$ cat src/rtl/core/nirpd_pkg.sv
// nirpd_pkg: shared constants and types for the nec ir pulse decoder
// width windows, queue default, and the classified-edge record
// no dependencies
`timescale 1ns / 1ps
`default_nettype none

package nirpd_pkg;

    localparam int unsigned WIDTH_W = 16;
    localparam int unsigned BYTE_W  = 8;
    localparam int unsigned CNT_W   = 7;
    localparam int unsigned NUM_BYTES = 4;

    // exclusive width windows in microseconds
    localparam logic [WIDTH_W-1:0] ONE_LO   = 16'd1550;
    localparam logic [WIDTH_W-1:0] ONE_HI   = 16'd1750;
    localparam logic [WIDTH_W-1:0] ZERO_LO  = 16'd460;
    localparam logic [WIDTH_W-1:0] ZERO_HI  = 16'd660;
    localparam logic [WIDTH_W-1:0] LEAD_LO  = 16'd8000;
    localparam logic [WIDTH_W-1:0] LEAD_HI  = 16'd10000;
    localparam logic [WIDTH_W-1:0] SPACE_LO = 16'd3500;
    localparam logic [WIDTH_W-1:0] SPACE_HI = 16'd5500;
    localparam logic [WIDTH_W-1:0] RPT_LO   = 16'd1500;

    localparam logic [CNT_W-1:0] DATA_EDGES = 7'd64;
    localparam logic [CNT_W-1:0] END_EDGE   = 7'd65;
    localparam int unsigned EDGES_PER_BYTE  = 16;
    localparam int unsigned BYTE_SEL_LSB    = $clog2(EDGES_PER_BYTE);

    localparam int unsigned QUEUE_DEPTH_DEF = 2;

    typedef struct packed {
        logic level;
        logic is_one;
        logic is_zero;
        logic is_lead;
        logic is_space;
        logic is_rpt;
    } edge_cls_t;

endpackage

`default_nettype wire

$ cat src/rtl/core/nec_ir_pulse_decoder_core.sv
// nec_ir_pulse_decoder_core: top level of the nec ir pulse decoder
// instantiates nirpd_front, nirpd_queue, nirpd_back; uses nirpd_pkg
//
//   channel   direction   handshake                     payload
//   item      in          item_valid / item_ready       line_level, pulse_width
//   result    out         result_valid / result_ready   frame_done .. repeat_count
//
// one transaction per cycle sustained while result_ready stays high; one result per accepted edge
// the window compare is registered into the queue, then the state update into
//   the result register
// reset clears the state machine, counters, data bytes and the queue
// a stalled result holds the back end; the queue then takes up to QUEUE_DEPTH
//   more transactions before item_ready drops
`timescale 1ns / 1ps
`default_nettype none

module nec_ir_pulse_decoder_core #(
    parameter int unsigned QUEUE_DEPTH = nirpd_pkg::QUEUE_DEPTH_DEF
) (
    input  wire logic                              clk,
    input  wire logic                              rst_n,
    input  wire logic                              item_valid,
    output logic                                   item_ready,
    input  wire logic                              line_level,
    input  wire logic [nirpd_pkg::WIDTH_W-1:0]     pulse_width,
    output logic                                   result_valid,
    input  wire logic                              result_ready,
    output logic                                   frame_done,
    output logic                                   repeat_done,
    output logic                                   protocol_error,
    output logic [nirpd_pkg::BYTE_W-1:0]           first_byte,
    output logic [nirpd_pkg::BYTE_W-1:0]           second_byte,
    output logic [nirpd_pkg::BYTE_W-1:0]           third_byte,
    output logic [nirpd_pkg::BYTE_W-1:0]           fourth_byte,
    output logic [nirpd_pkg::BYTE_W-1:0]           repeat_count
);

    nirpd_pkg::edge_cls_t front_cls;
    nirpd_pkg::edge_cls_t back_cls;
    logic q_valid;
    logic q_ready;

    nirpd_front u_front (
        .line_level  (line_level),
        .pulse_width (pulse_width),
        .cls         (front_cls)
    );

    nirpd_queue #(
        .DEPTH (QUEUE_DEPTH)
    ) u_queue (
        .clk        (clk),
        .rst_n      (rst_n),
        .push_valid (item_valid),
        .push_ready (item_ready),
        .push_data  (front_cls),
        .pop_valid  (q_valid),
        .pop_ready  (q_ready),
        .pop_data   (back_cls)
    );

    nirpd_back u_back (
        .clk            (clk),
        .rst_n          (rst_n),
        .cls_valid      (q_valid),
        .cls_ready      (q_ready),
        .cls            (back_cls),
        .result_valid   (result_valid),
        .result_ready   (result_ready),
        .frame_done     (frame_done),
        .repeat_done    (repeat_done),
        .protocol_error (protocol_error),
        .first_byte     (first_byte),
        .second_byte    (second_byte),
        .third_byte     (third_byte),
        .fourth_byte    (fourth_byte),
        .repeat_count   (repeat_count)
    );

endmodule

`default_nettype wire

$ cat src/rtl/core/nirpd_front.sv
// nirpd_front: judges one edge width against all nec windows
// depends on nirpd_pkg
`timescale 1ns / 1ps
`default_nettype none

module nirpd_front (
    input  wire logic                             line_level,
    input  wire logic [nirpd_pkg::WIDTH_W-1:0]    pulse_width,
    output nirpd_pkg::edge_cls_t                  cls
);

    always_comb
    begin
        cls.level    = line_level;
        cls.is_one   = (pulse_width > nirpd_pkg::ONE_LO) && (pulse_width < nirpd_pkg::ONE_HI);
        cls.is_zero  = (pulse_width > nirpd_pkg::ZERO_LO) && (pulse_width < nirpd_pkg::ZERO_HI);
        cls.is_lead  = (pulse_width > nirpd_pkg::LEAD_LO) && (pulse_width < nirpd_pkg::LEAD_HI);
        cls.is_space = (pulse_width > nirpd_pkg::SPACE_LO)
                       && (pulse_width < nirpd_pkg::SPACE_HI);
        cls.is_rpt   = (pulse_width > nirpd_pkg::RPT_LO) && (pulse_width < nirpd_pkg::SPACE_LO);
    end

endmodule

`default_nettype wire

$ cat src/rtl/core/nirpd_queue.sv
// nirpd_queue: small register fifo of classified edges between front and back
// depends on nirpd_pkg
`timescale 1ns / 1ps
`default_nettype none

module nirpd_queue #(
    parameter int unsigned DEPTH = nirpd_pkg::QUEUE_DEPTH_DEF
) (
    input  wire logic                  clk,
    input  wire logic                  rst_n,
    input  wire logic                  push_valid,
    output logic                       push_ready,
    input  wire nirpd_pkg::edge_cls_t  push_data,
    output logic                       pop_valid,
    input  wire logic                  pop_ready,
    output nirpd_pkg::edge_cls_t       pop_data
);

    localparam int unsigned PTR_W = (DEPTH > 1) ? $clog2(DEPTH) : 1;
    localparam int unsigned FILL_W = $clog2(DEPTH + 1);
    localparam logic [PTR_W-1:0] LAST_PTR = PTR_W'(DEPTH - 1);
    localparam logic [FILL_W-1:0] FULL_FILL = FILL_W'(DEPTH);

    nirpd_pkg::edge_cls_t entry_reg [DEPTH];
    logic [PTR_W-1:0]  wr_ptr_reg, wr_ptr_next;
    logic [PTR_W-1:0]  rd_ptr_reg, rd_ptr_next;
    logic [FILL_W-1:0] fill_reg, fill_next;
    logic push, pop;

    assign push_ready = (fill_reg != FULL_FILL);
    assign pop_valid  = (fill_reg != '0);
    assign pop_data   = entry_reg[rd_ptr_reg];
    assign push       = push_valid && push_ready;
    assign pop        = pop_valid && pop_ready;

    always_comb
    begin
        wr_ptr_next = wr_ptr_reg;
        rd_ptr_next = rd_ptr_reg;
        fill_next   = fill_reg;
        if (push)
        begin
            wr_ptr_next = (wr_ptr_reg == LAST_PTR) ? '0 : wr_ptr_reg + 1'b1;
        end
        if (pop)
        begin
            rd_ptr_next = (rd_ptr_reg == LAST_PTR) ? '0 : rd_ptr_reg + 1'b1;
        end
        if (push && !pop)
        begin
            fill_next = fill_reg + 1'b1;
        end
        else if (pop && !push)
        begin
            fill_next = fill_reg - 1'b1;
        end
    end

    always_ff @(posedge clk or negedge rst_n)
    begin
        if (!rst_n)
        begin
            wr_ptr_reg <= '0;
            rd_ptr_reg <= '0;
            fill_reg   <= '0;
        end
        else
        begin
            wr_ptr_reg <= wr_ptr_next;
            rd_ptr_reg <= rd_ptr_next;
            fill_reg   <= fill_next;
        end
    end

    always_ff @(posedge clk)
    begin
        if (push)
        begin
            entry_reg[wr_ptr_reg] <= push_data;
        end
    end

endmodule

`default_nettype wire

$ cat src/rtl/core/nirpd_back.sv
// nirpd_back: leader/data state machine, byte shifter and result register
// depends on nirpd_pkg
`timescale 1ns / 1ps
`default_nettype none

module nirpd_back (
    input  wire logic                              clk,
    input  wire logic                              rst_n,
    input  wire logic                              cls_valid,
    output logic                                   cls_ready,
    input  wire nirpd_pkg::edge_cls_t              cls,
    output logic                                   result_valid,
    input  wire logic                              result_ready,
    output logic                                   frame_done,
    output logic                                   repeat_done,
    output logic                                   protocol_error,
    output logic [nirpd_pkg::BYTE_W-1:0]           first_byte,
    output logic [nirpd_pkg::BYTE_W-1:0]           second_byte,
    output logic [nirpd_pkg::BYTE_W-1:0]           third_byte,
    output logic [nirpd_pkg::BYTE_W-1:0]           fourth_byte,
    output logic [nirpd_pkg::BYTE_W-1:0]           repeat_count
);

    localparam int unsigned CW = nirpd_pkg::CNT_W;
    localparam int unsigned BW = nirpd_pkg::BYTE_W;

    // leader phase codes held in the edge counter
    localparam logic [CW-1:0] LDR_WAIT_FALL  = 7'd0;
    localparam logic [CW-1:0] LDR_MARK       = 7'd1;
    localparam logic [CW-1:0] LDR_SPACE      = 7'd2;
    localparam logic [CW-1:0] LDR_RPT_MARK   = 7'd3;

    logic          data_phase_reg, data_phase_next;
    logic [CW-1:0] edge_cnt_reg, edge_cnt_next;
    logic [BW-1:0] data_reg [nirpd_pkg::NUM_BYTES];
    logic [BW-1:0] data_next [nirpd_pkg::NUM_BYTES];
    logic [BW-1:0] repeats_reg, repeats_next;
    logic          res_valid_reg;
    logic          fdone_reg, fdone_next;
    logic          rdone_reg, rdone_next;
    logic          err_reg, err_next;
    logic [CW-1:0] cnt_inc;
    logic [CW-1:0] cnt_m1;
    logic [1:0]    byte_sel;
    logic          take;

    assign cls_ready = !res_valid_reg || result_ready;
    assign take      = cls_valid && cls_ready;
    assign cnt_inc   = edge_cnt_reg + 1'b1;
    assign cnt_m1    = cnt_inc - 1'b1;
    assign byte_sel  = cnt_m1[nirpd_pkg::BYTE_SEL_LSB +: 2];

    always_comb
    begin
        data_phase_next = data_phase_reg;
        edge_cnt_next   = edge_cnt_reg;
        repeats_next    = repeats_reg;
        data_next       = data_reg;
        fdone_next      = 1'b0;
        rdone_next      = 1'b0;
        err_next        = 1'b0;
        if (data_phase_reg)
        begin
            edge_cnt_next = cnt_inc;
            if (!cls.level)
            begin
                if (!cls.is_one && !cls.is_zero)
                begin
                    err_next = 1'b1;
                end
                else if (cnt_inc != '0 && cnt_inc <= nirpd_pkg::DATA_EDGES)
                begin
                    data_next[byte_sel] = {data_reg[byte_sel][BW-2:0], cls.is_one};
                end
            end
            if (err_next)
            begin
                data_phase_next = 1'b0;
                edge_cnt_next   = '0;
                repeats_next    = '0;
            end
            else if (cnt_inc == nirpd_pkg::END_EDGE)
            begin
                data_phase_next = 1'b0;
                edge_cnt_next   = '0;
                repeats_next    = repeats_reg + 1'b1;
                fdone_next      = 1'b1;
            end
        end
        else
        begin
            case (edge_cnt_reg)
                LDR_WAIT_FALL:
                begin
                    if (!cls.level)
                    begin
                        edge_cnt_next = LDR_MARK;
                    end
                end
                LDR_MARK:
                begin
                    if (cls.is_lead)
                    begin
                        edge_cnt_next = LDR_SPACE;
                    end
                    else
                    begin
                        err_next = 1'b1;
                    end
                end
                LDR_SPACE:
                begin
                    if (cls.is_space)
                    begin
                        data_phase_next = 1'b1;
                        edge_cnt_next   = '0;
                        repeats_next    = '0;
                    end
                    else if (cls.is_rpt)
                    begin
                        edge_cnt_next = LDR_RPT_MARK;
                    end
                    else
                    begin
                        err_next = 1'b1;
                    end
                end
                LDR_RPT_MARK:
                begin
                    if (cls.is_zero)
                    begin
                        repeats_next  = repeats_reg + 1'b1;
                        edge_cnt_next = LDR_WAIT_FALL;
                        rdone_next    = 1'b1;
                    end
                    else
                    begin
                        err_next = 1'b1;
                    end
                end
                default:
                begin
                    edge_cnt_next = LDR_WAIT_FALL;
                end
            endcase
            if (err_next)
            begin
                data_phase_next = 1'b0;
                edge_cnt_next   = '0;
                repeats_next    = '0;
            end
        end
    end

    always_ff @(posedge clk or negedge rst_n)
    begin
        if (!rst_n)
        begin
            data_phase_reg <= 1'b0;
            edge_cnt_reg   <= '0;
            repeats_reg    <= '0;
            data_reg       <= '{default: '0};
            res_valid_reg  <= 1'b0;
            fdone_reg      <= 1'b0;
            rdone_reg      <= 1'b0;
            err_reg        <= 1'b0;
        end
        else
        begin
            if (take)
            begin
                data_phase_reg <= data_phase_next;
                edge_cnt_reg   <= edge_cnt_next;
                repeats_reg    <= repeats_next;
                data_reg       <= data_next;
                fdone_reg      <= fdone_next;
                rdone_reg      <= rdone_next;
                err_reg        <= err_next;
                res_valid_reg  <= 1'b1;
            end
            else if (result_ready)
            begin
                res_valid_reg <= 1'b0;
            end
        end
    end

    assign result_valid   = res_valid_reg;
    assign frame_done     = fdone_reg;
    assign repeat_done    = rdone_reg;
    assign protocol_error = err_reg;
    assign first_byte     = data_reg[0];
    assign second_byte    = data_reg[1];
    assign third_byte     = data_reg[2];
    assign fourth_byte    = data_reg[3];
    assign repeat_count   = repeats_reg;

endmodule

`default_nettype wire

$ cat config.mk
export PLATFORM = sky130hd
export DESIGN_NAME = nec_ir_pulse_decoder_core
export DESIGN_NICKNAME = d
export VERILOG_FILES = /design/src/rtl/core/nirpd_pkg.sv /design/src/rtl/core/nec_ir_pulse_decoder_core.sv /design/src/rtl/core/nirpd_front.sv /design/src/rtl/core/nirpd_queue.sv /design/src/rtl/core/nirpd_back.sv
export SDC_FILE = /design/constraint.sdc
export NUM_CORES = 1
export LEC_CHECK = 0
export BUFFER_PORTS_ARGS = -buffer_cell sky130_fd_sc_hd__buf_2
export CAP_MARGIN = 0
export CORE_MARGIN = 2
export CORE_UTILIZATION = 56
export DETAILED_ROUTE_END_ITERATION = 8
export HOLD_SLACK_MARGIN = 0.08
export PLACE_DENSITY_LB_ADDON = 0.08
export SYNTH_ARGS = -nofsm -noshare
export SYNTH_HDL_FRONTEND = slang
export SYNTH_SLANG_ARGS = --single-unit
$ cat constraint.sdc
create_clock -name clk -period 3.1 [get_ports clk]
set_clock_uncertainty 0.15 [all_clocks]
set_input_delay 0 -clock clk [delete_from_list [all_inputs] [get_ports clk]]
set_output_delay 0 -clock clk [all_outputs]
set_load 0.01 [all_outputs]
---- Word level (Yosys, flattened, before mapping) ----
Memories as Yosys holds them, arrays and structs flattened.
Index checks and enable logic that the tools add are counted.
cells by class
  reductions and logical operators ........ 27
  equality and inequality tests ........... 11
  magnitude comparators ................... 13
  multiplexer cells ....................... 53
  $add $sub $neg .......................... 7
  bitwise gates (word level) .............. 3
operator list
  kind                    number
  $mux W7                 11
  $mux W8                 7
  $bwmux W32              1
  $gt A16 B11 Y1 const B  2
  $pmux W7 S4             1
  $mux W1                 27
  $bmux W8 S2             1
  $demux W8 S2            1
  $gt A16 B12 Y1 const B  1
  $gt A16 B13 Y1 const B  1
  $gt A16 B9 Y1 const B   1
  $lt A16 B10 Y1 const B  1
  $lt A16 B11 Y1 const B  1
  $lt A16 B12 Y1 const B  1
  $lt A16 B13 Y1 const B  1
  $lt A16 B14 Y1 const B  1
  $pmux W8 S2             1
  $reduce_and A5 Y1       3
  $eq A7 B2 Y1 const B    2
  $logic_and A1 B1 Y1     12
  $add A8 B1 Y8 const B   1
  $ne A4 B2 Y1 const B    2
  $add A7 B1 Y7 const B   1
  $eq A7 B1 Y1 const B    1
  other kinds (23)        32
word-level totals
  memories ................................ 1
  flip-flop bits (word level) ............. 56
  memory bits (writable) .................. 12
memories
  memory             depth  width  read ports  clocked after memory_dff  wr ports  RTL line           source
  u_queue.entry_reg  2      6      1           0                         1         nirpd_queue.sv:24  nirpd_pkg::edge_cls_t entry_reg [DEPTH];

---- Logic depth before layout (Yosys ltp) ----
  word-level depth ........................ 8
  depth in mapped cells ................... 9
  mapped depth without buffers ............ 7

---- Cells and area by module ----
From an unflattened synthesis, not the netlist that was laid out.
unflattened totals
  cells, all modules ...................... 329
  area total of the unflattened synthesis .. 3,603.5 µm²
by module, submodules not included
  module       cells each  area each (µm²)  instances
  nirpd_back   232         2,597.5          1
  nirpd_queue  37          644.4            1
  nirpd_front  60          361.6            1

---- Least setup slack after synthesis ----
OpenSTA, ideal clock, no wires.
  kind .................................... register to register
  start ................................... register u_back.edge_cnt_reg[0]
  end ..................................... register u_back.data_reg, in the netlist u_back.third_byte[0]
  cell stages (with the launch flop) ...... 9
  setup slack ............................. 0.358 ns
  arrival time ............................ 2.467 ns
  data required time ...................... 2.825 ns
  clock period less this slack ............ 2.742 ns
  path buffers ............................ 1
  setup time .............................. 0.125 ns
  cells stage by stage .................... dfrtp_1 > ha_1 > buf_2 > nor3_1 > nand2b_1 > a211oi_2 > xnor2_2 > nor4b_4 > mux2_2
on the way
  word-level cells in the longest chain between the ends .. 8
RTL lines
  item                                                                RTL line           source
  from (decl)                                                         nirpd_back.sv:34   logic [CW-1:0] edge_cnt_reg, edge_cnt_next;
  from (signal assigned)                                              nirpd_back.sv:173  edge_cnt_reg <= edge_cnt_next;
  $add A7 B1 Y7 *                                                     nirpd_back.sv:49   assign cnt_inc = edge_cnt_reg + 1'b1;
  $sub A6 B1 Y6                                                       nirpd_back.sv:50   assign cnt_m1 = cnt_inc - 1'b1;
  $not A2 Y3 (not written as such)                                    nirpd_back.sv:73   data_next[byte_sel] = {data_reg[byte_sel][BW-2:0], cls.is_one};
  $ge A3 B3 Y1 (not written as such) or $lt A3 B1 Y1 (tied branches)  nirpd_back.sv:73
  $logic_and A1 B1 Y1 (not written as such)                           nirpd_back.sv:73
  $mux W8 (not written as such)                                       nirpd_back.sv:73
  $demux W8 S2                                                        nirpd_back.sv:73
  $bwmux W32                                                          nirpd_back.sv:73
  to (signal assigned)                                                nirpd_back.sv:175  data_reg <= data_next;
  to (decl)                                                           nirpd_back.sv:35   logic [BW-1:0] data_reg [nirpd_pkg::NUM_BYTES];
Every way passes the cells marked *; elsewhere a longest branch is shown, timed or not.
A chain may end at the register's enable or synchronous reset.

---- Worst setup path in the final report ----
  start ................................... register u_back.edge_cnt_reg[3]
  end ..................................... register u_back.data_reg, in the netlist u_back.first_byte[4]
Same word-level chain as after synthesis.

==> flow_metrics.tcl <==
set metrics [dict create \
    row_count 29 \
    finalNetCount 459 \
    path_clk_slew_ps 80 \
    die_width_um 86.0 \
    areaGrowthSynthToFinish_pct 22.8 \
    netlist_area_um2 3760 \
    total_power_w 0.00343 \
    hold_buffers 19 \
    worstPathRequired_ps 3190 \
    r2r_end "u_back.first_byte[4]" \
    cts_setup_buffers 0 \
    drtIter0Drc 179 \
    holdCritPathClass "in -> reg" \
    initial_core_util_pct 58.6 \
    cts_made_buffers 9 \
    firstDrtPassIters 4 \
    cts_resized 0 \
    die-height_um 86.0 \
    r2r_start "u_back.edge_cnt_reg[3]" \
    cts_tree "yes" \
    postSynthCellCount 338 \
    slew_headroom_pct 49.6 \
    critPathCaptureType "register" \
    ant_nets 0 \
    fin_setup_tns_ps 0 \
    ir_drop_mv 0.419 \
    drc 0 \
    critical_path_arrival_ps 2930 \
    ys_types 62 \
    grt-ovfl-total 0 \
    hold_end "u_queue.entry_reg[0][1]" \
    coreArea_um2 6420 \
    synthFlopType "dfrtp_1" \
    yosys_register_bits 68 \
    syn_nets 366 \
    ys_async_sr_fraction_pct 82.4 \
    globalplace.congestion 0.868 \
    dieArea_um2 7390 \
    maxCapViolCount 0 \
    slew_viol_final 0 \
    reg2reg_slack_ps 260 \
    run_status "completed" \
    clockBufferDepth 2 \
    diodes 0 \
    clockRootBuffer "clkbuf_8" \
    holdWs_ps 201 \
    htree_levels 3 \
    hold_start "pulse_width[8]" \
    hold_viol 0 \
    yosys_warnings 0 \
    wl_mm 8.54 \
    drive_above_1_share_pct 36.9 \
    critPathKind "reg -> reg" \
    clock.fmax_mhz 352 \
    wl_per_cell_um 16.6 \
    avgSynthCellArea_um2 11.1 \
    p_per_area_nw_per_um2 743 \
    clk_latency_ps 350 \
    rsz0062_at_grt "no" \
    largest_reg_flops 12 \
    grt_pass1_wl_mm 14.3 \
    n_fill_cell 497 \
    grt_use_total_pct 24.9 \
    leakagePower_nw 2.21 \
    period_needed_ps 2840 \
    synth-edff-count 12 \
    final.period_utilization_pct 91.6 \
    setup-violations-final 0 \
    grt_max_degree 33 \
    first_global_vias 2957 \
    start_kind "register" \
    io_buffers 65 \
    via_per_inst 5.92 \
    whs_path_depth 5 \
    layout_commonest_cell "buf_2" \
    r2r_cells 7 \
    crit_fanout 12 \
    dp_hpwl_mm 5.92 \
    antenna_found_initial 0 \
    boundaryPins 66 \
    cts.sink_count 68 \
    yosysSeqAreaShare_pct 46.8 \
    final_cell_mix "65 x buf_2, 56 x dfrtp_1, 47 x mux2_2, 26 x nand2_1" \
    route.vias.total 3038 \
    worstMarginPinSlew_ps 753 \
]
-- through the flow --
| stage | cells | util [%] | setup slack (ps) | instance area (um2) |
|---|---|---|---|---|
| 2_1_floorplan | 338 | - | 358 | 3760 |
| 3_3_place_gp | 478 | 65.6 | 322 | 4210 |
| 3_5_place_dp | 478 | 65.6 | 286 | 4210 |
| 4_1_cts | 513 | 71.9 | 249 | 4620 |
| 5_1_grt | 513 | 71.9 | 93.3 | 4620 |
| 6_report | 513 | 71.9 | 262 | 4620 |
-- worst max-delay path by stage --
| stage | start | end | slack (ps) | cells past startpoint |
|---|---|---|---|---|
| 6_report | u_back.edge_cnt_reg[3] | u_back.first_byte[4] | 260 | 7 |
| 5_1_grt | u_back.edge_cnt_reg[0] | u_back.first_byte[4] | 90 | 8 |
| 4_1_cts | u_back.edge_cnt_reg[0] | u_back.first_byte[4] | 250 | 8 |
| 3_5_place_dp | u_back.edge_cnt_reg[0] | u_back.first_byte[4] | 290 | 8 |
| 3_3_place_gp | u_back.edge_cnt_reg[0] | u_back.third_byte[4] | 320 | 8 |
| 2_1_floorplan | u_back.edge_cnt_reg[0] | u_back.third_byte[0] | 360 | 8 |
-- report_power, final --
| part | internal, W | switching, W |
|---|---|---|
| Combinational | 0.000623 | 0.000844 |
| Sequential | 0.00108 | 0.000149 |
| Clock | 0.000384 | 0.000354 |
| Total | 0.00208 | 0.00135 |
-- layout make-up --
type | instances | area (um2) | area share, %
Timing Repair Buffer | 99 | 638 | 13.8
Clock buffer | 12 | 176 | 3.82
Inverter | 5 | 18.8 | 0.406
Clock inverter | 4 | 28.8 | 0.623
Tap cell | 77 | 96.3 | 2.09
Multi-Input combinational cell | 248 | 1900 | 41.1
Sequential cell | 68 | 1760 | 38.1
-- cells in the mapped netlist (2+ instances only) --
cell / count / area (um2)
dfrtp_1: 56 / 1400
mux2_2: 47 / 529
nand2_1: 26 / 97.6
nor2_1: 18 / 67.6
o21ai_0: 16 / 80.1
a21oi_1: 15 / 75.1
o31ai_1: 14 / 105
edfxtp_1: 12 / 360
clkbuf_1: 11 / 41.3
nand3_1: 8 / 40.0
ha_1: 7 / 87.6
nand2b_1: 7 / 43.8
a31oi_1: 6 / 37.5
inv_1: 5 / 18.8
nand4_1: 5 / 31.3
xnor2_1: 5 / 43.8
and3_1: 4 / 25.0
nor3_1: 4 / 20.0
nor4_1: 4 / 25.0
a211oi_1: 3 / 22.5
a21o_1: 3 / 22.5
mux2i_1: 3 / 30.0
nor3b_1: 3 / 22.5
o21a_1: 3 / 22.5
xor2_1: 3 / 26.3
a211oi_2: 2 / 25.0
a21boi_0: 2 / 15.0
a22oi_1: 2 / 15.0
and2_1: 2 / 12.5
buf_2: 2 / 10.0
buf_4: 2 / 15.0
nand4_2: 2 / 25.0
nand4b_1: 2 / 17.5
nor3_2: 2 / 20.0
o41ai_1: 2 / 17.5
or3_1: 2 / 12.5
or3b_1: 2 / 17.5
xnor2_2: 2 / 32.5
-- critical path, cell delays in order, from the launching register on --
cell	delay, ps
dfrtp_1	490
and4_1	250
o21ai_2	200
a211oi_2	120
xnor2_2	600
buf_4	290
mux2_2	360
mux2_2	270
-- cells by family after synthesis --
| kind of cell | count (synthesis) | synth area share [%] |
|---|---|---|
| simple gates | 102 | 16.0 |
| xor+xnor | 10 | 2.73 |
| mux | 51 | 15.2 |
| flops | 68 | 46.8 |
| fa+ha+maj | 7 | 2.33 |
| buf+inv | 22 | 2.69 |
| compound gates | 78 | 14.3 |
-- layer usage --
| metal | vias to the layer above | routed length, um | global-route usage [%] |
|---|---|---|---|
| met3 | 23 | 432 | 6.83 |
| li1 | 1453 | - | - |
| met2 | 90 | 4340 | 42.1 |
| met1 | 1472 | 3580 | 30.6 |
| met5 | - | 0 | 0 |
| met4 | 0 | 193 | 9.09 |
(Power assumes the default switching activity.)
